File: config.mk
export PLATFORM = sky130hd
export DESIGN_NAME = via_interface_adapter_timer_regs
export DESIGN_NICKNAME = d
export VERILOG_FILES = /design/src/sv/viatr_pkg.sv /design/src/sv/viatr_timer.sv /design/src/sv/via_interface_adapter_timer_regs.sv
export SDC_FILE = /design/constraint.sdc
export NUM_CORES = 1
export LEC_CHECK = 0
export ABC_AREA = 0
export BUFFER_PORTS_ARGS = -buffer_cell sky130_fd_sc_hd__buf_2
export CELL_PAD_IN_SITES_DETAIL_PLACEMENT = 0
export CELL_PAD_IN_SITES_GLOBAL_PLACEMENT = 1
export CORE_AREA = 10 10 167 122
export DETAILED_ROUTE_END_ITERATION = 10
export DIE_AREA = 0 0 177 132
export GPL_TIMING_DRIVEN = 0
export MAX_ROUTING_LAYER = met4
export PLACE_DENSITY_LB_ADDON = 0.1
export REMOVE_ABC_BUFFERS = 1
export SETUP_SLACK_MARGIN = 0.5
export SLEW_MARGIN = 40
export SYNTH_ARGS = -nofsm -noshare
export SYNTH_HDL_FRONTEND = slang
export SYNTH_SLANG_ARGS = --single-unit
File: constraint.sdc
create_clock -name aclk -period 8.94 [get_ports aclk]
set_input_delay 1.788 -clock aclk [delete_from_list [all_inputs] [get_ports aclk]]
set_output_delay 1.788 -clock aclk [all_outputs]
set_load 0.02 [all_outputs]
File: src/sv/viatr_pkg.sv
// ----------------------------------------------------------------------------
// viatr_pkg: shared types and constants for the interface adapter timer regs
// Action codes, register numbers, masks and the timer status record.
// ----------------------------------------------------------------------------
`default_nettype none

package viatr_pkg;

    typedef enum logic [1:0] {
        ACT_READ    = 2'd0,
        ACT_WRITE   = 2'd1,
        ACT_ADVANCE = 2'd2,
        ACT_NONE    = 2'd3
    } action_t;

    // Register map
    localparam logic [3:0] REG_ORB   = 4'h0;
    localparam logic [3:0] REG_ORA   = 4'h1;
    localparam logic [3:0] REG_DDRB  = 4'h2;
    localparam logic [3:0] REG_DDRA  = 4'h3;
    localparam logic [3:0] REG_T1CL  = 4'h4;
    localparam logic [3:0] REG_T1CH  = 4'h5;
    localparam logic [3:0] REG_T1LL  = 4'h6;
    localparam logic [3:0] REG_T1LH  = 4'h7;
    localparam logic [3:0] REG_T2CL  = 4'h8;
    localparam logic [3:0] REG_T2CH  = 4'h9;
    localparam logic [3:0] REG_ACR   = 4'hB;
    localparam logic [3:0] REG_IFR   = 4'hD;
    localparam logic [3:0] REG_IER   = 4'hE;

    localparam logic [7:0] BYTE_ALL_ONES = 8'hFF;
    localparam logic [7:0] MASK_LOW6     = 8'h3F;
    localparam logic [7:0] MASK_LOW7     = 8'h7F;
    localparam logic [7:0] BIT_T1        = 8'h40;
    localparam logic [7:0] BIT_ANY       = 8'h80;

    typedef struct packed {
        logic raise;   // timer 1 expired in continuous mode with its interrupt enabled
        logic oneshot; // one-shot expiry: drop enable bits 7:6
    } timer_status_t;

endpackage

`default_nettype wire

File: src/sv/viatr_timer.sv
// ----------------------------------------------------------------------------
// viatr_timer: time advance for timer 1 and timer 2
// Computes both counters after a run of elapsed cycles and timer 1 expiry.
// ----------------------------------------------------------------------------
`default_nettype none

module viatr_timer (
    input  wire logic [15:0]            t1_count,
    input  wire logic [15:0]            t1_reload,
    input  wire logic [15:0]            t2_count,
    input  wire logic [7:0]             aux_control,
    input  wire logic [7:0]             irq_enables,
    input  wire logic [15:0]            cycles,
    output logic [15:0]                 t1_count_next,
    output logic [15:0]                 t2_count_next,
    output viatr_pkg::timer_status_t    status
);

    logic [15:0] t1_dec;
    logic        hit;
    logic        continuous;

    assign hit        = (t1_count <= cycles);
    assign continuous = |(aux_control & viatr_pkg::BIT_T1);
    assign t1_dec     = t1_count - cycles;

    // Reload on expiry in continuous mode, wrap modulo 2^16
    assign t1_count_next = (hit && continuous) ? (t1_dec + t1_reload) : t1_dec;
    assign t2_count_next = t2_count - cycles;

    assign status.raise   = hit && continuous && |(irq_enables & viatr_pkg::BIT_T1);
    assign status.oneshot = hit && !continuous;

endmodule

`default_nettype wire

File: src/sv/via_interface_adapter_timer_regs.sv
// ----------------------------------------------------------------------------
// via_interface_adapter_timer_regs: register file and timers of a VIA-style
// interface adapter
// Port, direction, timer, aux control and interrupt registers behind a bus.
// ----------------------------------------------------------------------------
// Usage:
//   Each request on the s_ channel is a bus read, a bus write, or an advance
//   of time by s_cycle_count cycles (s_action). Every request yields exactly
//   one response on the m_ channel: m_read_data carries the register value
//   for a read and zero otherwise; m_irq_raised flags an advance in which
//   timer 1 expired in continuous mode with its interrupt enabled.
//   The register state updates and the response is captured in the output
//   register at the edge that accepts the request, and m_valid rises in the
//   next cycle. Throughput is one request per cycle while the receiver
//   takes each response; the single combinational pass (timer 1 compare,
//   subtract and reload add) sets that figure.
//   s_ready is high whenever the output register is empty or being drained
//   in the same cycle, so a stalled receiver holds the response and blocks
//   new requests only until it takes it.
//   Synchronous active-low reset clears every state register to zero and
//   empties the output register.
// ----------------------------------------------------------------------------
`default_nettype none

module via_interface_adapter_timer_regs (
    input  wire logic        aclk,
    input  wire logic        aresetn,
    input  wire logic        s_valid,
    output logic             s_ready,
    input  wire logic [1:0]  s_action,
    input  wire logic [3:0]  s_reg_index,
    input  wire logic [7:0]  s_write_byte,
    input  wire logic [15:0] s_cycle_count,
    output logic             m_valid,
    input  wire logic        m_ready,
    output logic [7:0]       m_read_data,
    output logic             m_irq_raised
);

    // Adapter state
    logic [7:0]  port_b_out_reg, port_b_out_next;
    logic [7:0]  port_a_out_reg, port_a_out_next;
    logic [7:0]  port_b_dir_reg, port_b_dir_next;
    logic [7:0]  port_a_dir_reg, port_a_dir_next;
    logic [15:0] t1_count_reg, t1_count_next;
    logic [15:0] t1_reload_reg, t1_reload_next;
    logic [15:0] t2_count_reg, t2_count_next;
    logic [7:0]  aux_control_reg, aux_control_next;
    logic [7:0]  irq_flags_reg, irq_flags_next;
    logic [7:0]  irq_enables_reg, irq_enables_next;

    // Response register
    logic        m_valid_reg;
    logic [7:0]  m_read_data_reg, m_read_data_next;
    logic        m_irq_raised_reg, m_irq_raised_next;

    logic        accept;
    logic [7:0]  read_value;
    logic [6:0]  flags_low;
    logic [15:0] adv_t1_count;
    logic [15:0] adv_t2_count;
    viatr_pkg::timer_status_t adv_status;
    viatr_pkg::action_t       action;

    assign action  = viatr_pkg::action_t'(s_action);
    assign s_ready = !m_valid_reg || m_ready;
    assign accept  = s_valid && s_ready;

    assign m_valid      = m_valid_reg;
    assign m_read_data  = m_read_data_reg;
    assign m_irq_raised = m_irq_raised_reg;

    viatr_timer u_timer (
        .t1_count      (t1_count_reg),
        .t1_reload     (t1_reload_reg),
        .t2_count      (t2_count_reg),
        .aux_control   (aux_control_reg),
        .irq_enables   (irq_enables_reg),
        .cycles        (s_cycle_count),
        .t1_count_next (adv_t1_count),
        .t2_count_next (adv_t2_count),
        .status        (adv_status)
    );

    // Read decode; interrupt flag bit 7 summarizes bits 6:0
    assign flags_low = irq_flags_reg[6:0];

    always_comb begin
        unique case (s_reg_index)
            viatr_pkg::REG_ORB:  read_value = viatr_pkg::BYTE_ALL_ONES;
            viatr_pkg::REG_ORA:  read_value = port_a_out_reg & port_a_dir_reg;
            viatr_pkg::REG_DDRB: read_value = port_b_dir_reg;
            viatr_pkg::REG_DDRA: read_value = port_a_dir_reg;
            viatr_pkg::REG_T1CL: read_value = t1_count_reg[7:0];
            viatr_pkg::REG_T1CH: read_value = t1_count_reg[15:8];
            viatr_pkg::REG_T1LL: read_value = t1_reload_reg[7:0];
            viatr_pkg::REG_T1LH: read_value = t1_reload_reg[15:8];
            viatr_pkg::REG_T2CL: read_value = t2_count_reg[7:0];
            viatr_pkg::REG_T2CH: read_value = t2_count_reg[15:8];
            viatr_pkg::REG_ACR:  read_value = aux_control_reg;
            viatr_pkg::REG_IFR:  read_value = {|flags_low, flags_low};
            viatr_pkg::REG_IER:  read_value = irq_enables_reg | viatr_pkg::BIT_ANY;
            default:             read_value = 8'h00;
        endcase
    end

    // Next state and response for the request on the input channel
    always_comb begin
        port_b_out_next   = port_b_out_reg;
        port_a_out_next   = port_a_out_reg;
        port_b_dir_next   = port_b_dir_reg;
        port_a_dir_next   = port_a_dir_reg;
        t1_count_next     = t1_count_reg;
        t1_reload_next    = t1_reload_reg;
        t2_count_next     = t2_count_reg;
        aux_control_next  = aux_control_reg;
        irq_flags_next    = irq_flags_reg;
        irq_enables_next  = irq_enables_reg;
        m_read_data_next  = 8'h00;
        m_irq_raised_next = 1'b0;

        unique case (action)
            viatr_pkg::ACT_READ: begin
                m_read_data_next = read_value;
            end
            viatr_pkg::ACT_WRITE: begin
                unique case (s_reg_index)
                    viatr_pkg::REG_ORB:  port_b_out_next = s_write_byte;
                    viatr_pkg::REG_ORA:  port_a_out_next = s_write_byte;
                    viatr_pkg::REG_DDRB: port_b_dir_next = s_write_byte;
                    viatr_pkg::REG_DDRA: port_a_dir_next = s_write_byte;
                    viatr_pkg::REG_T1CL, viatr_pkg::REG_T1LL: begin
                        t1_reload_next = {t1_reload_reg[15:8], s_write_byte};
                    end
                    viatr_pkg::REG_T1CH: begin
                        // Load latch high byte and restart timer 1
                        t1_reload_next = {s_write_byte, t1_reload_reg[7:0]};
                        t1_count_next  = {s_write_byte, t1_reload_reg[7:0]};
                        irq_flags_next = irq_flags_reg & viatr_pkg::MASK_LOW6;
                    end
                    viatr_pkg::REG_T1LH: begin
                        t1_reload_next = {s_write_byte, t1_reload_reg[7:0]};
                        irq_flags_next = irq_flags_reg & viatr_pkg::MASK_LOW6;
                    end
                    viatr_pkg::REG_ACR:  aux_control_next = s_write_byte;
                    viatr_pkg::REG_IFR:  irq_flags_next = irq_flags_reg & ~s_write_byte;
                    viatr_pkg::REG_IER: begin
                        // Bit 7 selects set or clear of the named enables
                        if (s_write_byte[7]) begin
                            irq_enables_next = irq_enables_reg | s_write_byte;
                        end else begin
                            irq_enables_next = irq_enables_reg & ~s_write_byte;
                        end
                    end
                    default: ;
                endcase
            end
            viatr_pkg::ACT_ADVANCE: begin
                t1_count_next = adv_t1_count;
                t2_count_next = adv_t2_count;
                if (adv_status.raise) begin
                    irq_flags_next    = irq_flags_reg | viatr_pkg::BIT_ANY
                                        | viatr_pkg::BIT_T1;
                    m_irq_raised_next = 1'b1;
                end
                if (adv_status.oneshot) begin
                    irq_enables_next = irq_enables_reg & viatr_pkg::MASK_LOW6;
                end
            end
            viatr_pkg::ACT_NONE: ;
            default: ;
        endcase
    end

    // State registers: advance only on an accepted request
    always_ff @(posedge aclk) begin
        if (!aresetn) begin
            port_b_out_reg  <= '0;
            port_a_out_reg  <= '0;
            port_b_dir_reg  <= '0;
            port_a_dir_reg  <= '0;
            t1_count_reg    <= '0;
            t1_reload_reg   <= '0;
            t2_count_reg    <= '0;
            aux_control_reg <= '0;
            irq_flags_reg   <= '0;
            irq_enables_reg <= '0;
        end else if (accept) begin
            port_b_out_reg  <= port_b_out_next;
            port_a_out_reg  <= port_a_out_next;
            port_b_dir_reg  <= port_b_dir_next;
            port_a_dir_reg  <= port_a_dir_next;
            t1_count_reg    <= t1_count_next;
            t1_reload_reg   <= t1_reload_next;
            t2_count_reg    <= t2_count_next;
            aux_control_reg <= aux_control_next;
            irq_flags_reg   <= irq_flags_next;
            irq_enables_reg <= irq_enables_next;
        end
    end

    // Response valid: set on accept, drop when taken without a new request
    always_ff @(posedge aclk) begin
        if (!aresetn) begin
            m_valid_reg <= 1'b0;
        end else if (accept) begin
            m_valid_reg <= 1'b1;
        end else if (m_ready) begin
            m_valid_reg <= 1'b0;
        end
    end

    // Response payload: hold while stalled
    always_ff @(posedge aclk) begin
        if (accept) begin
            m_read_data_reg  <= m_read_data_next;
            m_irq_raised_reg <= m_irq_raised_next;
        end
    end

endmodule

`default_nettype wire

==> results.txt <==
The flow ran to the end, and the final reports show no timing, DRC or antenna violations. In this run the top signal layer used is met4. Arrival time of data at the critical path endpoint: 6.10 ns. The number of endpoints with negative hold slack in the final report is 0.

The worst setup path is of the in2reg kind. The Yosys step of the flow raised 0 warnings. The worst hold path class was reg2reg. On the worst path, the slowest cell contributes a delay of 0.67 ns.

In the synthesized netlist, the number of instances is 955. In this run the register-to-register setup slack is 4.21 ns. In the routed layout, each cell is associated on average with a via count of 6.06. Cell type of the slowest stage on the worst timing path: nor3_1.

The worst register-to-register path begins at t1_count_reg[6]$_SDFFE_PN0P_. The worst hold path passes through 2 cells. Dominant cell type by area after synthesis: dfxtp_1.

The synthesized netlist devotes 24.9% of its cell area to compound gates. Worst setup path endpoint: t1_count_reg[14]$_SDFFE_PN0P_. Hold is met by 0.460 ns. Setup repair after global routing left no endpoint under its margin. The tools report the area inside the core boundary as 17,100 sq um. After synthesis, flip-flops and latches occupy 28.4% of the total area. The growth of design area from synthesis to finish was 8.13%.

The final routed wire length divided by cell count is 22.1 um, and the number of I/O port buffers is 44. The first-pass GRT wire length was 40.2 mm. Endpoint type of the worst setup path: a flop. Sorting the synthesized cells by area gives the leading types as dfxtp_1 25%, ha_1 8.7%, mux2i_1 7.6%, nor2_1 4.8%, o21ai_0 4.3%.

The number of DRC markers in iteration 0 is 786, and the via count of the first global-routing pass is 6,443. The final period utilization is 65.1%. Once the clock tree was built, the resizer swapped 0 gates to a different size. Most frequent cell after synthesis: nor2_1. For the pin with the worst max-slew slack, the measured transition is 0.879 ns. The netlist uses 78 different library cells. The die is 132 um tall.

After synthesis the cells add up to 7630 sq um. Counting I/O delays and the setup requirement, the final critical path takes 5.82 ns. The run gives 0 as the count of buffers added by post-CTS timing repair for setup. For the worst setup path, the data required time is 9.22 ns.

The tools report the cell at the root of the clock tree as clkbuf_16. The number of enable flip-flop cells after synthesis works out to 9. The logs give 172 MHz for the maximum frequency from static timing analysis and 2.18 mm for the total met3 wirelength after detailed routing. The net count reported at finish was 1,044. The synthesized-area fraction occupied by and/or/nand/nor cells came out at 21.1%. Mux share of post-synthesis cell area: 8.05%. Global routing consumed, over all layers together, 22.5% of the routing resources. The clock arrives with 0.00841 ns of skew.

Tracing the worst setup path back leads to its startpoint at s_cycle_count[1]. Insertion delay of the later-clocked pin in the worst-skew pair: 0.36 ns. The synthesized netlist devotes 9.47% of its cell area to adder and majority cells. Walking the worst path, the cells encountered are buf_2 -> inv_1 -> ha_1 -> nor2b_1 -> o31a_1 -> o211ai_1 -> a21oi_1 -> nor3_1 -> inv_1 -> ha_1 -> nor2_1 -> o211ai_1 -> a211oi_1 -> nor2_1 -> o311ai_0 -> a211oi_1 -> o31ai_1. The share of the synthesized netlist area taken by xor and xnor gates came out at 3.10%.

Summed over its instances, the top area cell type makes up 24.9% of the synthesized netlist area. The number of hold buffers added after CTS was 0. The worst register-to-register path ends at t1_count_reg[14]$_SDFFE_PN0P_.

By area, the combinational part of the netlist is dominated by compound AO/OA/AOI/OAI gates. TritonCTS built the clock tree. The number of slew-limit violations in the final report came out at 0. The depth of the CTS H-tree is 3.

After floorplanning, the core was divided into 40 placement rows. Once placement finished, the instance area stood at 7950 sq um. Entering global routing, the biggest net connects 66 pins. In the final layout, the share of cells above drive strength 1 is 9.59%.

The final-layout setup total negative slack came out at 0 ns. The worst-case reg-to-reg path depth is 14, and the headroom to the max-slew limit is 41.3%. The clock tree buffer depth was 2. The floorplan step defined a die boundary enclosing 23,400 sq um. The run gives 8260 sq um as the total non-filler cell area in the finished layout.

The average footprint of a synthesized cell is 7.99 sq um, and the total wirelength of the detailed-routed design is 26.3 mm. Number of remaining DRC errors: 0. The number of iterations in the first detailed-routing pass was 5. Once detail routing completed, the nets flagged for antenna violations numbered 0. 45 I/O pins were placed.

The overall via count from detail_route came out at 7,208. The number of antenna violations at the first check in global routing is 0, and the sum of net half-perimeters after detailed placement is 19.3 mm. By count the netlist is led by 98 x nor2_1, 95 x dfxtp_1, 73 x nand2_1. Power spread over the standard cell area amounts to 135 nW/um^2. The tools report the number of buffers created by CTS as 9.

After clock tree synthesis, the clock-pin slew on the worst setup and hold paths is 0.08 ns. The logs give 13.5 mm for the detailed-route wire length on metal 1 and 44.7% for the starting density of the core. Summing all multi-input logic gate instances after layout gives 5110 sq um. The run gives 0.0838 mV as the largest vdd supply drop. For this design the static power due to leakage is 3.35 nW. Leading register cell type out of synthesis: dfxtp_1. The number of setup violations in the final report was 0. Fill cells in the final layout number 1,779. The post-synthesis register bit count came out at 104.

The largest driver fanout on the critical path is 5, and the total number of clock tree sinks is 104. The global placement routability congestion was 0.911; the sum of internal, switching and leakage power was 0.00111 W. The sequential cells in the finished layout cover a total of 2170 sq um. Global routing finished with a remaining overflow of 0.

Share of async-settable or async-resettable flops after synthesis: 0%. In this run the horizontal extent of the chip is 177 um. In the detailed route, the total length drawn on met2 is 10.3 mm.

Number of antenna diodes: 0. Critical path launch point type: an input pin. Reported max-cap violation count: 0.
[worst max-delay path: cells and delay by family]
family	cells	cell delay, ns
buffers and inverters	3	0.44
adder cells (fa/ha/maj)	2	0.57
AND/OR/NAND/NOR	4	1.09
AO/OA/AOI/OAI	8	2.20
[where the power goes]
| group | switching [W] | internal, W | leakage [nW] |
|---|---|---|---|
| combinational | 0.000146 | 0.0000730 | 2.35 |
| sequential | 0.0000101 | 0.000478 | 0.858 |
| clock | 0.000207 | 0.000198 | 0.147 |
[metrics by stage]
step,setup slack (ns),std cells,utilization (%)
global route,2.94,1190,48.4
global placement,2.89,1173,46.4
detailed placement,2.95,1174,46.6
finish,3.12,1190,48.4
CTS,3.31,1190,48.3
floorplan,3.77,898,-
[per-layer routing]
metal | track usage, % | vias up
li1 | - | 3501
met1 | 33.5 | 3432
met2 | 29.1 | 255
met3 | 6.38 | 20
met4 | 4.24 | 0
met5 | - | -
[cells by family (layout without fill, tap and decap cells)]
logic type | count (synthesis) | in the layout
and+or+nand+nor | 330 | 330
AOI/OAI and AO/OA | 279 | 279
DFF | 104 | 104
buffers and inverters | 98 | 102
muxes | 61 | 61
adders and majority gates | 56 | 56
xor gates and xnor gates | 27 | 27
[how the worst min path moves through the flow]
| stage | slack, ns | to | start |
|---|---|---|---|
| floorplan | 0.44 | irq_enables_reg[5]$_SDFFE_PN0P_ | irq_enables_reg[5]$_SDFFE_PN0P_ |
| global placement | 0.45 | irq_enables_reg[5]$_SDFFE_PN0P_ | irq_enables_reg[5]$_SDFFE_PN0P_ |
| detailed placement | 0.45 | irq_enables_reg[5]$_SDFFE_PN0P_ | irq_enables_reg[5]$_SDFFE_PN0P_ |
| CTS | 0.46 | irq_enables_reg[5]$_SDFFE_PN0P_ | irq_enables_reg[5]$_SDFFE_PN0P_ |
| global route | 0.48 | irq_enables_reg[5]$_SDFFE_PN0P_ | irq_enables_reg[5]$_SDFFE_PN0P_ |
| finish | 0.46 | irq_enables_reg[5]$_SDFFE_PN0P_ | irq_enables_reg[5]$_SDFFE_PN0P_ |
[cell type report]
class                   instances  area share (%)
multi-input cells             753            61.9
flip-flops and latches        104            26.3
well taps                     231            3.50
repair buffers                 45            2.79
clock buffers                   9            2.73
inverters                      41            1.89
clock inverters                 7           0.894
[layout by cell type (no fill, tap or decap), types with 11 or more instances in the layout]
| master | netlist | layout |
|---|---|---|
| inv_1 | 40 | 39 |
| buf_2 | 3 | 43 |
| nand3_1 | 43 | 43 |
| nand4_1 | 11 | 11 |
| o21ai_0 | 65 | 65 |
| nor2b_1 | 23 | 22 |
| and3_1 | 14 | 14 |
| a21o_1 | 11 | 11 |
| a211oi_1 | 20 | 20 |
| nand2_1 | 73 | 73 |
| dfxtp_1 | 95 | 95 |
| mux2i_1 | 58 | 58 |
| ha_1 | 53 | 52 |
| xnor2_1 | 11 | 11 |
| nor2_1 | 98 | 95 |
| a31oi_1 | 11 | 11 |
| o21a_1 | 13 | 13 |
| xor2_1 | 16 | 16 |
| nor3_1 | 23 | 22 |
| o211ai_1 | 15 | 15 |
| a21oi_1 | 57 | 57 |
Power figures use the tool's default switching activity.
